<file path="src/crrs_pkg.sv">
// ----------------------------------------------------------------------------
// crrs_pkg
// Shared types and constants of the register RAM slave: command codes,
// configuration register indexes, bus constants and state encoding.
// ----------------------------------------------------------------------------
package crrs_pkg;

  localparam int unsigned DIGITS_PER_ROW = 16;
  localparam int unsigned ROW_W          = 4 * DIGITS_PER_ROW;
  localparam int unsigned CFG_IDX_W      = 2;
  localparam int unsigned CFG_DATA_W     = 6;
  localparam int unsigned ADDR_W         = 12;

  localparam logic [15:0] RAM_INSTR   = 16'h0AF8;
  localparam logic [3:0]  SUB_FIRST   = 4'd0;
  localparam logic [3:0]  SUB_LAST    = 4'd15;
  localparam int unsigned CS_STEP     = 120;
  localparam int unsigned CLEAR_SPAN  = 10;
  localparam int unsigned DEC_TENS    = 10;

  localparam logic [CFG_IDX_W-1:0] CFG_CHIP_SLOT = 2'd0;
  localparam logic [CFG_IDX_W-1:0] CFG_USE_CS    = 2'd1;

  typedef enum logic [2:0] {
    CMD_READ    = 3'd0,
    CMD_WRITE   = 3'd1,
    CMD_CLR_ONE = 3'd2,
    CMD_CLR_TEN = 3'd4
  } cmd_e;

  typedef enum logic {
    ST_IDLE = 1'b0,
    ST_READ = 1'b1
  } state_e;

endpackage

</file>
<file path="src/crrs_row_ram.sv">
// ----------------------------------------------------------------------------
// crrs_row_ram
// Row store: a synchronous RAM with registered read data, plus one valid
// flag per row. A row whose flag is clear reads as zero, so reset and the
// clear commands only touch the flags.
// ----------------------------------------------------------------------------
module crrs_row_ram #(
  parameter int unsigned ROWS = 30
) (
  input  logic                          clk_i,
  input  logic                          rst_ni,
  input  logic                          wr_en_i,
  input  logic                          rd_en_i,
  input  logic                          clr_en_i,
  input  logic                          clr_ten_i,
  input  logic [$clog2(ROWS)-1:0]       addr_i,
  input  logic [crrs_pkg::ROW_W-1:0]    wdata_i,
  output logic [crrs_pkg::ROW_W-1:0]    rdata_o
);
  import crrs_pkg::*;

  localparam int unsigned IDX_W = $clog2(ROWS);
  localparam int unsigned LIM_W = IDX_W + 4;

  logic [ROW_W-1:0] mem [ROWS];
  logic [ROW_W-1:0] rd_q;
  logic             rd_vld_q;
  logic [ROWS-1:0]  vld_q;
  logic [ROWS-1:0]  vld_d;
  logic [LIM_W-1:0] clr_lim;

  assign clr_lim = LIM_W'(addr_i) + (clr_ten_i ? LIM_W'(CLEAR_SPAN) : LIM_W'(1));

  always_comb begin
    vld_d = vld_q;
    for (int i = 0; i < ROWS; i++) begin
      if (clr_en_i && (LIM_W'(i) >= LIM_W'(addr_i)) && (LIM_W'(i) < clr_lim)) begin
        vld_d[i] = 1'b0;
      end
    end
    if (wr_en_i) begin
      vld_d[addr_i] = 1'b1;
    end
  end

  always_ff @(posedge clk_i or negedge rst_ni) begin
    if (!rst_ni) begin
      vld_q    <= '0;
      rd_vld_q <= 1'b0;
    end else begin
      vld_q <= vld_d;
      if (rd_en_i) begin
        rd_vld_q <= vld_q[addr_i];
      end
    end
  end

  always_ff @(posedge clk_i) begin
    if (wr_en_i) begin
      mem[addr_i] <= wdata_i;
    end
    if (rd_en_i) begin
      rd_q <= mem[addr_i];
    end
  end

  assign rdata_o = rd_vld_q ? rd_q : '0;

endmodule

</file>
<file path="src/calculator_register_ram_slave_top.sv">
// ----------------------------------------------------------------------------
// calculator_register_ram_slave_top
// Register RAM slave of a nibble-serial calculator bus: holds a window of
// 16-digit registers, decodes RAM commands off the IO bus and executes
// read, write and clear at the proper bus states.
// ----------------------------------------------------------------------------
// Each input word is one bus state; each yields exactly one result word.
// A bus state that executes a pending read holds off the next word while
// the row RAM returns its data, in the cycle after the address. A word is
// accepted only while the result register is empty or being emptied in the
// same cycle. Clears act only on the per-row valid flags, and reset needs
// no clearing pass: rows read as zero until written. Configuration (chip_slot
// at index 0, use_chip_select at index 1) is written through cfg_we_i and
// takes effect from the next word.
module calculator_register_ram_slave_top #(
  parameter int unsigned ROWS_PER_CHIP = 30
) (
  input  logic                            clk_i,
  input  logic                            rst_ni,
  input  logic                            cfg_we_i,
  input  logic [crrs_pkg::CFG_IDX_W-1:0]  cfg_idx_i,
  input  logic [crrs_pkg::CFG_DATA_W-1:0] cfg_data_i,
  input  logic                            in_valid_i,
  output logic                            in_ready_o,
  input  logic [3:0]                      sub_state_i,
  input  logic                            write_phase_i,
  input  logic [crrs_pkg::ROW_W-1:0]      io_in_i,
  input  logic [15:0]                     instruction_i,
  output logic                            out_valid_o,
  input  logic                            out_ready_i,
  output logic [crrs_pkg::ROW_W-1:0]      read_data_o,
  output logic                            read_valid_o
);
  import crrs_pkg::*;

  localparam int unsigned IDX_W = $clog2(ROWS_PER_CHIP);

  // Configuration
  logic [5:0]       chip_slot_q;
  logic             use_cs_q;

  // Command sequencing state
  logic             wait_first_q, wait_first_d;
  logic             wait_second_q, wait_second_d;
  logic             pend_q, pend_d;
  cmd_e             pend_cmd_q, pend_cmd_d;
  logic [IDX_W-1:0] pend_row_q, pend_row_d;

  state_e           state_q, state_d;

  // Result register
  logic             out_valid_q;
  logic [ROW_W-1:0] out_data_q;
  logic             out_rvalid_q;

  logic             accept;
  logic             at_exec, at_cmd;
  logic             do_read, do_write, do_clear, clr_ten;
  logic [ROW_W-1:0] ram_rdata;

  // Address decode off the IO bus
  logic [3:0]       dig_cmd, dig_units, dig_tens, dig_cs;
  logic [ADDR_W-1:0] addr, base, limit, offset;
  logic             hit, known_cmd;

  // --------------------------------------------------------------------------
  // Configuration write port
  // --------------------------------------------------------------------------
  always_ff @(posedge clk_i or negedge rst_ni) begin
    if (!rst_ni) begin
      chip_slot_q <= '0;
      use_cs_q    <= 1'b0;
    end else if (cfg_we_i) begin
      case (cfg_idx_i)
        CFG_CHIP_SLOT: chip_slot_q <= cfg_data_i;
        CFG_USE_CS:    use_cs_q    <= cfg_data_i[0];
        default:       ;
      endcase
    end
  end

  // --------------------------------------------------------------------------
  // Sequencer: one word at a time; a read waits in ST_READ for the RAM
  // --------------------------------------------------------------------------
  always_comb begin
    in_ready_o = 1'b0;
    case (state_q)
      ST_IDLE: in_ready_o = !out_valid_q || out_ready_i;
      ST_READ: in_ready_o = 1'b0;
      default: in_ready_o = 1'b0;
    endcase
  end

  assign accept = in_valid_i && in_ready_o;

  always_comb begin
    state_d = state_q;
    case (state_q)
      ST_IDLE: if (accept && do_read) state_d = ST_READ;
      ST_READ: state_d = ST_IDLE;
      default: state_d = ST_IDLE;
    endcase
  end

  // --------------------------------------------------------------------------
  // Bus state decode
  // --------------------------------------------------------------------------
  assign at_exec = (sub_state_i == SUB_FIRST) && write_phase_i;
  assign at_cmd  = (sub_state_i == SUB_LAST) && !write_phase_i;

  assign do_read  = at_exec && pend_q && (pend_cmd_q == CMD_READ);
  assign do_clear = at_exec && pend_q &&
                    ((pend_cmd_q == CMD_CLR_ONE) || (pend_cmd_q == CMD_CLR_TEN));
  assign clr_ten  = pend_cmd_q == CMD_CLR_TEN;
  assign do_write = at_cmd && pend_q && (pend_cmd_q == CMD_WRITE);

  // Decimal address: tens, units, and optionally the chip-select digit
  assign dig_cmd   = io_in_i[3:0];
  assign dig_units = io_in_i[11:8];
  assign dig_tens  = io_in_i[15:12];
  assign dig_cs    = io_in_i[19:16];

  assign addr = ADDR_W'(dig_tens) * ADDR_W'(DEC_TENS) + ADDR_W'(dig_units)
              + (use_cs_q ? ADDR_W'(dig_cs) * ADDR_W'(CS_STEP) : '0);
  assign base   = ADDR_W'(chip_slot_q) * ADDR_W'(ROWS_PER_CHIP);
  assign limit  = base + ADDR_W'(ROWS_PER_CHIP);
  assign offset = addr - base;
  assign hit    = (addr >= base) && (addr < limit);
  assign known_cmd = (dig_cmd == 4'(CMD_READ)) || (dig_cmd == 4'(CMD_WRITE)) ||
                     (dig_cmd == 4'(CMD_CLR_ONE)) || (dig_cmd == 4'(CMD_CLR_TEN));

  always_comb begin
    wait_first_d  = wait_first_q;
    wait_second_d = wait_second_q;
    pend_d        = pend_q;
    pend_cmd_d    = pend_cmd_q;
    pend_row_d    = pend_row_q;
    if (accept) begin
      if (do_read || do_clear || do_write) begin
        pend_d = 1'b0;
      end
      if (at_cmd) begin
        // Latch a new command in this window; it replaces any pending one
        if (wait_second_q && hit && known_cmd) begin
          pend_d     = 1'b1;
          pend_cmd_d = cmd_e'(dig_cmd[2:0]);
          pend_row_d = offset[IDX_W-1:0];
        end
        wait_second_d = wait_first_q;
        wait_first_d  = instruction_i == RAM_INSTR;
      end
    end
  end

  always_ff @(posedge clk_i or negedge rst_ni) begin
    if (!rst_ni) begin
      state_q       <= ST_IDLE;
      wait_first_q  <= 1'b0;
      wait_second_q <= 1'b0;
      pend_q        <= 1'b0;
      pend_cmd_q    <= CMD_READ;
      pend_row_q    <= '0;
    end else begin
      state_q       <= state_d;
      wait_first_q  <= wait_first_d;
      wait_second_q <= wait_second_d;
      pend_q        <= pend_d;
      pend_cmd_q    <= pend_cmd_d;
      pend_row_q    <= pend_row_d;
    end
  end

  // --------------------------------------------------------------------------
  // Row store
  // --------------------------------------------------------------------------
  crrs_row_ram #(
    .ROWS (ROWS_PER_CHIP)
  ) u_row_ram (
    .clk_i     (clk_i),
    .rst_ni    (rst_ni),
    .wr_en_i   (accept && do_write),
    .rd_en_i   (accept && do_read),
    .clr_en_i  (accept && do_clear),
    .clr_ten_i (clr_ten),
    .addr_i    (pend_row_q),
    .wdata_i   (io_in_i),
    .rdata_o   (ram_rdata)
  );

  // --------------------------------------------------------------------------
  // Result register: hold the word until taken
  // --------------------------------------------------------------------------
  always_ff @(posedge clk_i or negedge rst_ni) begin
    if (!rst_ni) begin
      out_valid_q <= 1'b0;
    end else if (state_q == ST_READ) begin
      out_valid_q <= 1'b1;
    end else if (accept && !do_read) begin
      out_valid_q <= 1'b1;
    end else if (out_ready_i) begin
      out_valid_q <= 1'b0;
    end
  end

  always_ff @(posedge clk_i) begin
    if (state_q == ST_READ) begin
      out_data_q   <= ram_rdata;
      out_rvalid_q <= 1'b1;
    end else if (accept && !do_read) begin
      out_data_q   <= '0;
      out_rvalid_q <= 1'b0;
    end
  end

  assign out_valid_o  = out_valid_q;
  assign read_data_o  = out_data_q;
  assign read_valid_o = out_rvalid_q;

endmodule

</file>
<file path="config.mk">
export PLATFORM = sky130hd
export DESIGN_NAME = calculator_register_ram_slave_top
export DESIGN_NICKNAME = d
export VERILOG_FILES = /design/src/crrs_pkg.sv /design/src/crrs_row_ram.sv /design/src/calculator_register_ram_slave_top.sv
export SDC_FILE = /design/constraint.sdc
export NUM_CORES = 2
export LEC_CHECK = 0
export BUFFER_PORTS_ARGS = -buffer_cell sky130_fd_sc_hd__buf_2
export CAP_MARGIN = 0
export CORE_MARGIN = 4
export CORE_UTILIZATION = 52
export DETAILED_ROUTE_END_ITERATION = 6
export HOLD_SLACK_MARGIN = 0.08
export PLACE_DENSITY = 0.71
export SLEW_MARGIN = 20
export SYNTH_ARGS = -nofsm -noshare
export SYNTH_HDL_FRONTEND = slang
export SYNTH_SLANG_ARGS = --single-unit
</file>
<file path="constraint.sdc">
create_clock -name clk_i -period 8.6 [get_ports clk_i]
set_input_delay 1.72 -clock clk_i [delete_from_list [all_inputs] [get_ports clk_i]]
set_output_delay 1.72 -clock clk_i [all_outputs]
set_load 0.01 [all_outputs]
</file>
# Yosys cells after proc, flatten, opt, wreduce, memory -nomap -nowiden
# Memories as Yosys holds them, arrays and structs flattened. A register that Yosys moved wholly into a read port is not among the register bits.
# Cells that the tools add are included.
op_classes:
  n_lt_le_gt_ge: 64
  n_eq_ne: 9
  n_reduce_logical: 96
  n_mux: 51
  n_bitwise: 2
  n_addsub: 5
  mul: 3
op_table:
  columns: ["operator", "n"]
  rows:
  - ["$mux W64", 3]
  - ["$lt A5 B9 Y1 const A", 14]
  - ["$logic_and A1 B1 Y1", 76]
  - ["$lt A4 B9 Y1 const A", 8]
  - ["$ge A5 B5 Y1 const A", 14]
  - ["$mux W1", 41]
  - ["$ge A4 B5 Y1 const A", 8]
  - ["$lt A3 B9 Y1 const A", 4]
  - ["$mux W30", 1]
  - ["$or A30 B30 Y30", 1]
  - ["$ge A3 B5 Y1 const A", 4]
  - ["$lt A1 B9 Y1 const A", 2]
  - ["$lt A2 B9 Y1 const A", 2]
  - ["$eq A16 B12 Y1 const B", 1]
  - ["$add A11 B5 Y12 const B", 1]
  - ["$add A9 B11 Y12", 1]
  - ["$ge A12 B11 Y1", 1]
  - ["$lt A12 B12 Y1", 1]
  - ["$mux W11", 1]
  - ["$ge A1 B5 Y1 const A", 2]
  - ["$ge A2 B5 Y1 const A", 2]
  - ["$mul A6 B4 Y10 const B", 1]
  - ["$add A5 B9 Y9", 1]
  - ["$add A8 B4 Y9", 1]
  - ["27 further kinds", 39]
word_totals:
  mem_bits_rw: 1920
  wordCells: 244
  input_bits: 98
  ff_bits: 116
  output_inout_bits: 67
  memories: 1
mem_list:
  columns: ["memory", "depth", "word_bits", "read_ports", "rd_ports_with_merged_regs", "wr", "line", "text"]
  rows:
  - ["u_row_ram.mem", 30, 64, 1, 1, 1, "crrs_row_ram.sv:25", "logic [ROW_W-1:0] mem [ROWS];"]

# Depth between registers and ports, before layout
depth:
  ltp_word: 10
  mapped_depth: 20
  depth_no_buf: 20

# Modules after synthesis
# A second synthesis with hierarchy kept.
unflattened:
  cells_unflattened: 3975
  hier_area_um2: 83269.9
modules_own_cells:
  columns: ["module", "cells_per_inst", "seq_area_each_um2", "area_each_um2", "n_inst"]
  rows:
  - ["crrs_row_ram", 3497, 60352.9, 77775.8, 1]
  - ["calculator_register_ram_slave_top", 478, 2442.3, 5494.0, 1]

# Worst setup path after synthesis
# Ideal clock, no wire load.
synth_path:
  path_type: "input -> register"
  startpoint: "input out_ready_i"
  endpoint: "register u_row_ram.rd_vld_q"
  stages: 5
  setup_time_ns: 0.131
  path_slack_ns: -1.541
  required_time_ns: 8.469
  t_arrival_ns: 10.011
  path_cell_list: "inv_1 > a211oi_4 > nor4b_1 > o21ai_0 > o22a_1"
synth_via:
  elab_chain_len: 4
synth_rtl:
  columns: ["element", "line", "text"]
  rows:
  - ["start: declaration", "calculator_register_ram_slave_top.sv:30", "input logic out_ready_i,"]
  - ["$logic_or A1 B1 Y1", "calculator_register_ram_slave_top.sv:88", "ST_IDLE: in_ready_o = !out_valid_q || out_ready_i;"]
  - ["$pmux W1 S2", "calculator_register_ram_slave_top.sv:87", "case (state_q)"]
  - ["$logic_and A1 B1 Y1", "calculator_register_ram_slave_top.sv:94", "assign accept = in_valid_i && in_ready_o;"]
  - ["$logic_and A1 B1 Y1", "calculator_register_ram_slave_top.sv:182", ".rd_en_i (accept && do_read),"]
  - ["net u_row_ram.rd_en_i", "crrs_row_ram.sv:13", "input logic rd_en_i,"]
  - ["end signal: assignment", "crrs_row_ram.sv:53", "rd_vld_q <= vld_q[addr_i];"]
  - ["end: declaration", "crrs_row_ram.sv:27", "logic rd_vld_q;"]
# The timed path passes the listed nets, and every way through them passes these cells.
# A chain may end at the register's enable or synchronous reset.

# Final worst setup path
layout_path:
  startpoint: "input io_in_i[17] (netlist bit)"
  endpoint: "register pend_cmd_q[2]"
layout_via:
  elab_chain_len: 8
  word_cells_on_any_way: 9
layout_rtl:
  columns: ["element", "line", "text"]
  rows:
  - ["start: declaration", "calculator_register_ram_slave_top.sv:27", "input logic [crrs_pkg::ROW_W-1:0] io_in_i,"]
  - ["$mul A4 B4 Y8 (*)", "calculator_register_ram_slave_top.sv:124", "+ (use_cs_q ? ADDR_W'(dig_cs) * ADDR_W'(CS_STEP) : '0);"]
  - ["$mux W11 (*)", "calculator_register_ram_slave_top.sv:124", null]
  - ["$add A9 B11 Y12 (*)", "calculator_register_ram_slave_top.sv:124", null]
  - ["$ge A12 B11 Y1 or $lt A12 B12 Y1 (tied branches)", "calculator_register_ram_slave_top.sv:128", "assign hit = (addr >= base) && (addr < limit);"]
  - ["$logic_and A1 B1 Y1 (*)", "calculator_register_ram_slave_top.sv:128", null]
  - ["$logic_and A1 B1 Y1 (*) (2 in a row)", "calculator_register_ram_slave_top.sv:144", "if (wait_second_q && hit && known_cmd) begin"]
  - ["$reduce_and A3 Y1 (no line) (*)", null, null]
  - ["end signal: assignment", "calculator_register_ram_slave_top.sv:168", "pend_cmd_q <= pend_cmd_d;"]
  - ["end: declaration", "calculator_register_ram_slave_top.sv:46", "cmd_e pend_cmd_q, pend_cmd_d;"]
# Mark *: on every way between the ends. The rest lies on a longest branch, timed or not.

==> flow_summary.rst <==
.. list-table::
   :header-rows: 1

   * - Metric
     - Value
   * - Arrival time worst endpoint
     - 7170 ps
   * - Final RePlAce weighted congestion
     - 0.8530
   * - Cell variety after synth
     - 77
   * - Non-filler cells, final
     - 6442
   * - Number of H-tree levels
     - 4
   * - Starting DRT DRC Count
     - 5410
   * - Drt drc
     - 0
   * - Final critical-path required period
     - 6472 ps
   * - Slew of the pin with the lowest slew margin
     - 1132 ps
   * - Setup repair after global routing missed its margin
     - false
   * - Sinks on the clock net
     - 2100
   * - Share of post-route cells with drive strength above 1
     - 24.19%
   * - Fin Clk Skew
     - 27.38 ps
   * - Share of the cycle needed by the critical path after routing
     - 75.26%
   * - Status
     - finished clean
   * - Number of setup violations in the final report
     - 0
   * - Critical path cell sequence
     - buf_2, fa_1, inv_1, fa_1, fa_1, nand2b_1, and3_1, ha_1, ha_1, a21oi_1, o211ai_1, nand2_1, xor2_1, ha_1, a2111oi_0, a21oi_1, o221ai_4, mux2_2
   * - Met1 usage
     - 33.56%
   * - Peak per-stage delay on the critical path
     - 550 ps
   * - Post-synthesis instance area
     - 0.08194 mm²
   * - Number of enable-type register cells in the synthesized netlist
     - 2048
   * - Required time at the worst-slack endpoint
     - 9290 ps
   * - Overall fraction of global-route tracks in use
     - 24.43%
   * - Clock power share
     - 40.8%
   * - Via count of the first global-routing pass
     - 41840
   * - Antenna-violating nets left
     - 0
   * - Global Route met3 Usage
     - 5.089%
   * - I/O Buffers
     - 164
   * - Bufs and invs on worst path
     - 2
   * - Library cell contributing the largest single delay on the critical path
     - fa_1
   * - Share of total power in sequential cells
     - 53.9%
   * - Hold bufs inserted after CTS
     - 0
   * - Fin nets
     - 4392
   * - # Post-CTS Setup Buffers
     - 0
   * - Hold_ws
     - 456.8 ps
   * - Summed negative setup slack over all endpoints
     - 0 ps
   * - Kind of capture point of the worst setup path
     - flip-flop
   * - Number of core rows
     - 145
   * - #FFs+latches synth
     - 2100
   * - Busiest metal layer after global routing
     - met2
   * - Total number of vias
     - 40910
   * - Share of the core filled with cells in the final layout
     - 58.81%
   * - Total core area
     - 0.1564 mm²
   * - Syn. warnings
     - 0
   * - Psw
     - 4.397 mW
   * - Final WL
     - 197.5 mm
   * - Global-route wire length before repair
     - 287.8 mm
   * - Max clock buf depth
     - 3
   * - Tightest slew margin relative to the limit
     - 24.56%
   * - Final slew viol count
     - 0
   * - Proportion of synthesized chip area in sequential cells
     - 76.64%
   * - Fin. Hold Viols
     - 0
   * - Detailed Place HPWL
     - 103.2 mm
   * - Per-instance average area after synthesis
     - 20.74 µm²
   * - Detail-routed via count per cell
     - 6.350
   * - Area of the die
     - 0.1640 mm²
   * - Switching part of the total power
     - 20.99%
   * - CTS-repair resized insts
     - 0
   * - Number of iterations in the first detailed-routing pass
     - 5
   * - Overflow left after global routing
     - 0
   * - Total clock buffers created by CTS
     - 202
   * - P_int
     - 16.55 mW
   * - Die Height
     - 405.0 µm
   * - Top achievable clock speed
     - 154.5 MHz
   * - Initial core utilization
     - 52.39%
   * - Top flip-flop cell by instance count after synthesis
     - edfxtp_1
   * - Worst Setup Path Type
     - in -> reg
   * - Share of total power in combinational logic
     - 5.3%
   * - Kind of path behind the tightest hold check
     - reg -> reg
   * - PwrDens
     - 227.8 mW/mm²
   * - Number of antenna violations at the first check in global routing
     - 15
   * - Pin count of the biggest net entering global routing
     - 148
   * - Post-Syn Nets
     - 4134
   * - IO Count
     - 165
   * - Number of instances in the synthesized netlist
     - 3951
   * - DP Cell Count
     - 6061
   * - Sort of element at the start of the critical path
     - input pin
   * - Number of maximum-capacitance violations
     - 0
   * - Width of the die
     - 405.0 µm
   * - Post-DP Area
     - 0.08552 mm²
   * - Growth of design area from synthesis to finish
     - 12.25%
   * - Total non-filler cell area in the finished layout
     - 0.09197 mm²
   * - Async set-reset flop share out of synthesis
     - 2.429%
   * - Routed length per instance
     - 30.65 µm
   * - Largest fanout on the critical path
     - 33
   * - Pleak
     - 29.11 nW
   * - Root Buffer Master
     - clkbuf_16
   * - Top delay family on crit path
     - adder cells
   * - TritonCTS clock tree
     - yes
   * - Clk slew on worst S/H paths
     - 60 ps
   * - Global-route met2 utilization
     - 39.53%
   * - Highest ir drop seen on vdd
     - 0.2047 mV
   * - Worst-skew pair later-pin latency
     - 830 ps
routing by layer:
layer  part of all wire (%)  routed length, µm
met2                     49              96780
met5                  0.018                 36
met1                     39              76130
met3                    9.4              18470
met4                    3.1               6055
power groups by stage:
stage,clock [mW],combinational (mW),sequential [mW]
finish,8.55,1.10,11.3
global route,9.16,1.26,11.3
CTS,8.68,1.11,11.3
detailed placement,0,1.10,11.5
global placement,0,1.06,11.5
floorplan,0,0.728,11.5
synthesized netlist by cell type (7+ instances only):
master | number | area share [%]
o21ai_0 | 116 | 0.71
mux2_2 | 8 | 0.11
ha_1 | 66 | 1.0
nand3_1 | 22 | 0.13
fa_1 | 19 | 0.46
inv_1 | 62 | 0.28
a31oi_1 | 14 | 0.11
a22oi_1 | 127 | 1.2
xnor2_1 | 20 | 0.21
nor2_1 | 80 | 0.37
a22o_1 | 7 | 0.075
nor3_1 | 16 | 0.098
nand4_1 | 16 | 0.12
xor2_1 | 8 | 0.086
edfxtp_1 | 2048 | 75
dfrtp_1 | 51 | 1.6
clkbuf_1 | 111 | 0.51
mux2i_1 | 111 | 1.4
a221oi_1 | 7 | 0.075
buf_2 | 61 | 0.37
buf_1 | 22 | 0.10
o211ai_1 | 23 | 0.21
a21o_1 | 24 | 0.22
buf_4 | 7 | 0.064
a21oi_1 | 78 | 0.48
nand2_1 | 199 | 0.91
and3_1 | 67 | 0.51
mux4_2 | 455 | 13
through the flow:
stage	setup WS (ps)	power [mW]
6_report	2128	20.95
2_1_floorplan	773.7	12.22
3_3_place_gp	1545	12.58
5_1_grt	1928	21.72
4_1_cts	2242	21.09
3_5_place_dp	1392	12.62
path summary, 6_finish.rpt:
| check | startpoint | end | slack, ps | depth (start not counted) |
|---|---|---|---|---|
| max | io_in_i[17] | pend_cmd_q[2] | 2130 | 18 |
| min | read_valid_o | read_valid_o | 460 | 1 |
| max reg2reg | chip_slot_q[0] | pend_cmd_q[2] | 3260 | 16 |
| min reg2reg | read_valid_o | read_valid_o | 460 | 1 |
| max in group asynchronous | rst_ni | state_q | 6880 | 2 |
| min in group asynchronous | rst_ni | use_cs_q | 1020 | 2 |
flip-flops by register name, summed over array words and instances, names as in the netlist, 3 cells and up:
name / count
chip_slot_q: 6
u_row_ram.mem: 1920
u_row_ram.vld_q: 30
pend_row_q: 5
pend_cmd_q: 3
read_data_o: 64
u_row_ram.rd_q: 64
worst reg2reg max path, stage by stage (launching register included):
cell and delay [ps]:
dfrtp_1 510, fa_1 510, fa_1 530, ha_1 340, a21o_1 160, a21oi_1 160, xnor2_1 200, inv_1 110
a311oi_1 360, nor3b_1 360, xor2_1 230, ha_1 290, a21o_1 160, a21o_2 220, a2111oi_4 390, o221ai_4 310
mux2_2 370
placed cells by master, fill, tap and decap left out, drive strengths merged, types with 8 or more instances in the layout:
master,count
diode,11
ha,66
mux2,8
nor3,17
a21oi,78
o21ai,117
clkbuf,263
a31oi,14
edfxtp,2048
nand4,17
fa,19
a21o,25
a22oi,127
buf,260
nand3,22
nand2,199
mux2i,111
clkinv,77
inv,70
o211ai,23
bufinv,15
xnor2,20
dfrtp,51
nor2,81
xor2,8
and3,67
mux4,455
area by class of cell:
class                      instances  area [µm²]
tap                             2058        2575
multi-input combinational       1582       18270
inverter                          63       241.5
clock buffer                     263        5419
clock inverter                   105       952.2
sequential                      2100       62810
fill                           11130       64410
timing repair buffer             260        1682
antenna                           11       27.53
cells by family (layout without fill, tap and decap cells):
| kind of cell | after synthesis | in the layout | synth area share [%] |
|---|---|---|---|
| multiplexers | 574 | 574 | 13.97 |
| buffers and inverters | 269 | 691 | 1.414 |
| AO/OA/AOI/OAI | 442 | 442 | 3.552 |
| XOR/XNOR | 28 | 28 | 0.2993 |
| flip-flops | 2100 | 2100 | 76.64 |
| AND/OR/NAND/NOR | 452 | 452 | 2.639 |
| adder cells (fa/ha/maj) | 86 | 86 | 1.484 |
| other | 0 | 11 | 0 |
(Power assumes the default switching activity.)
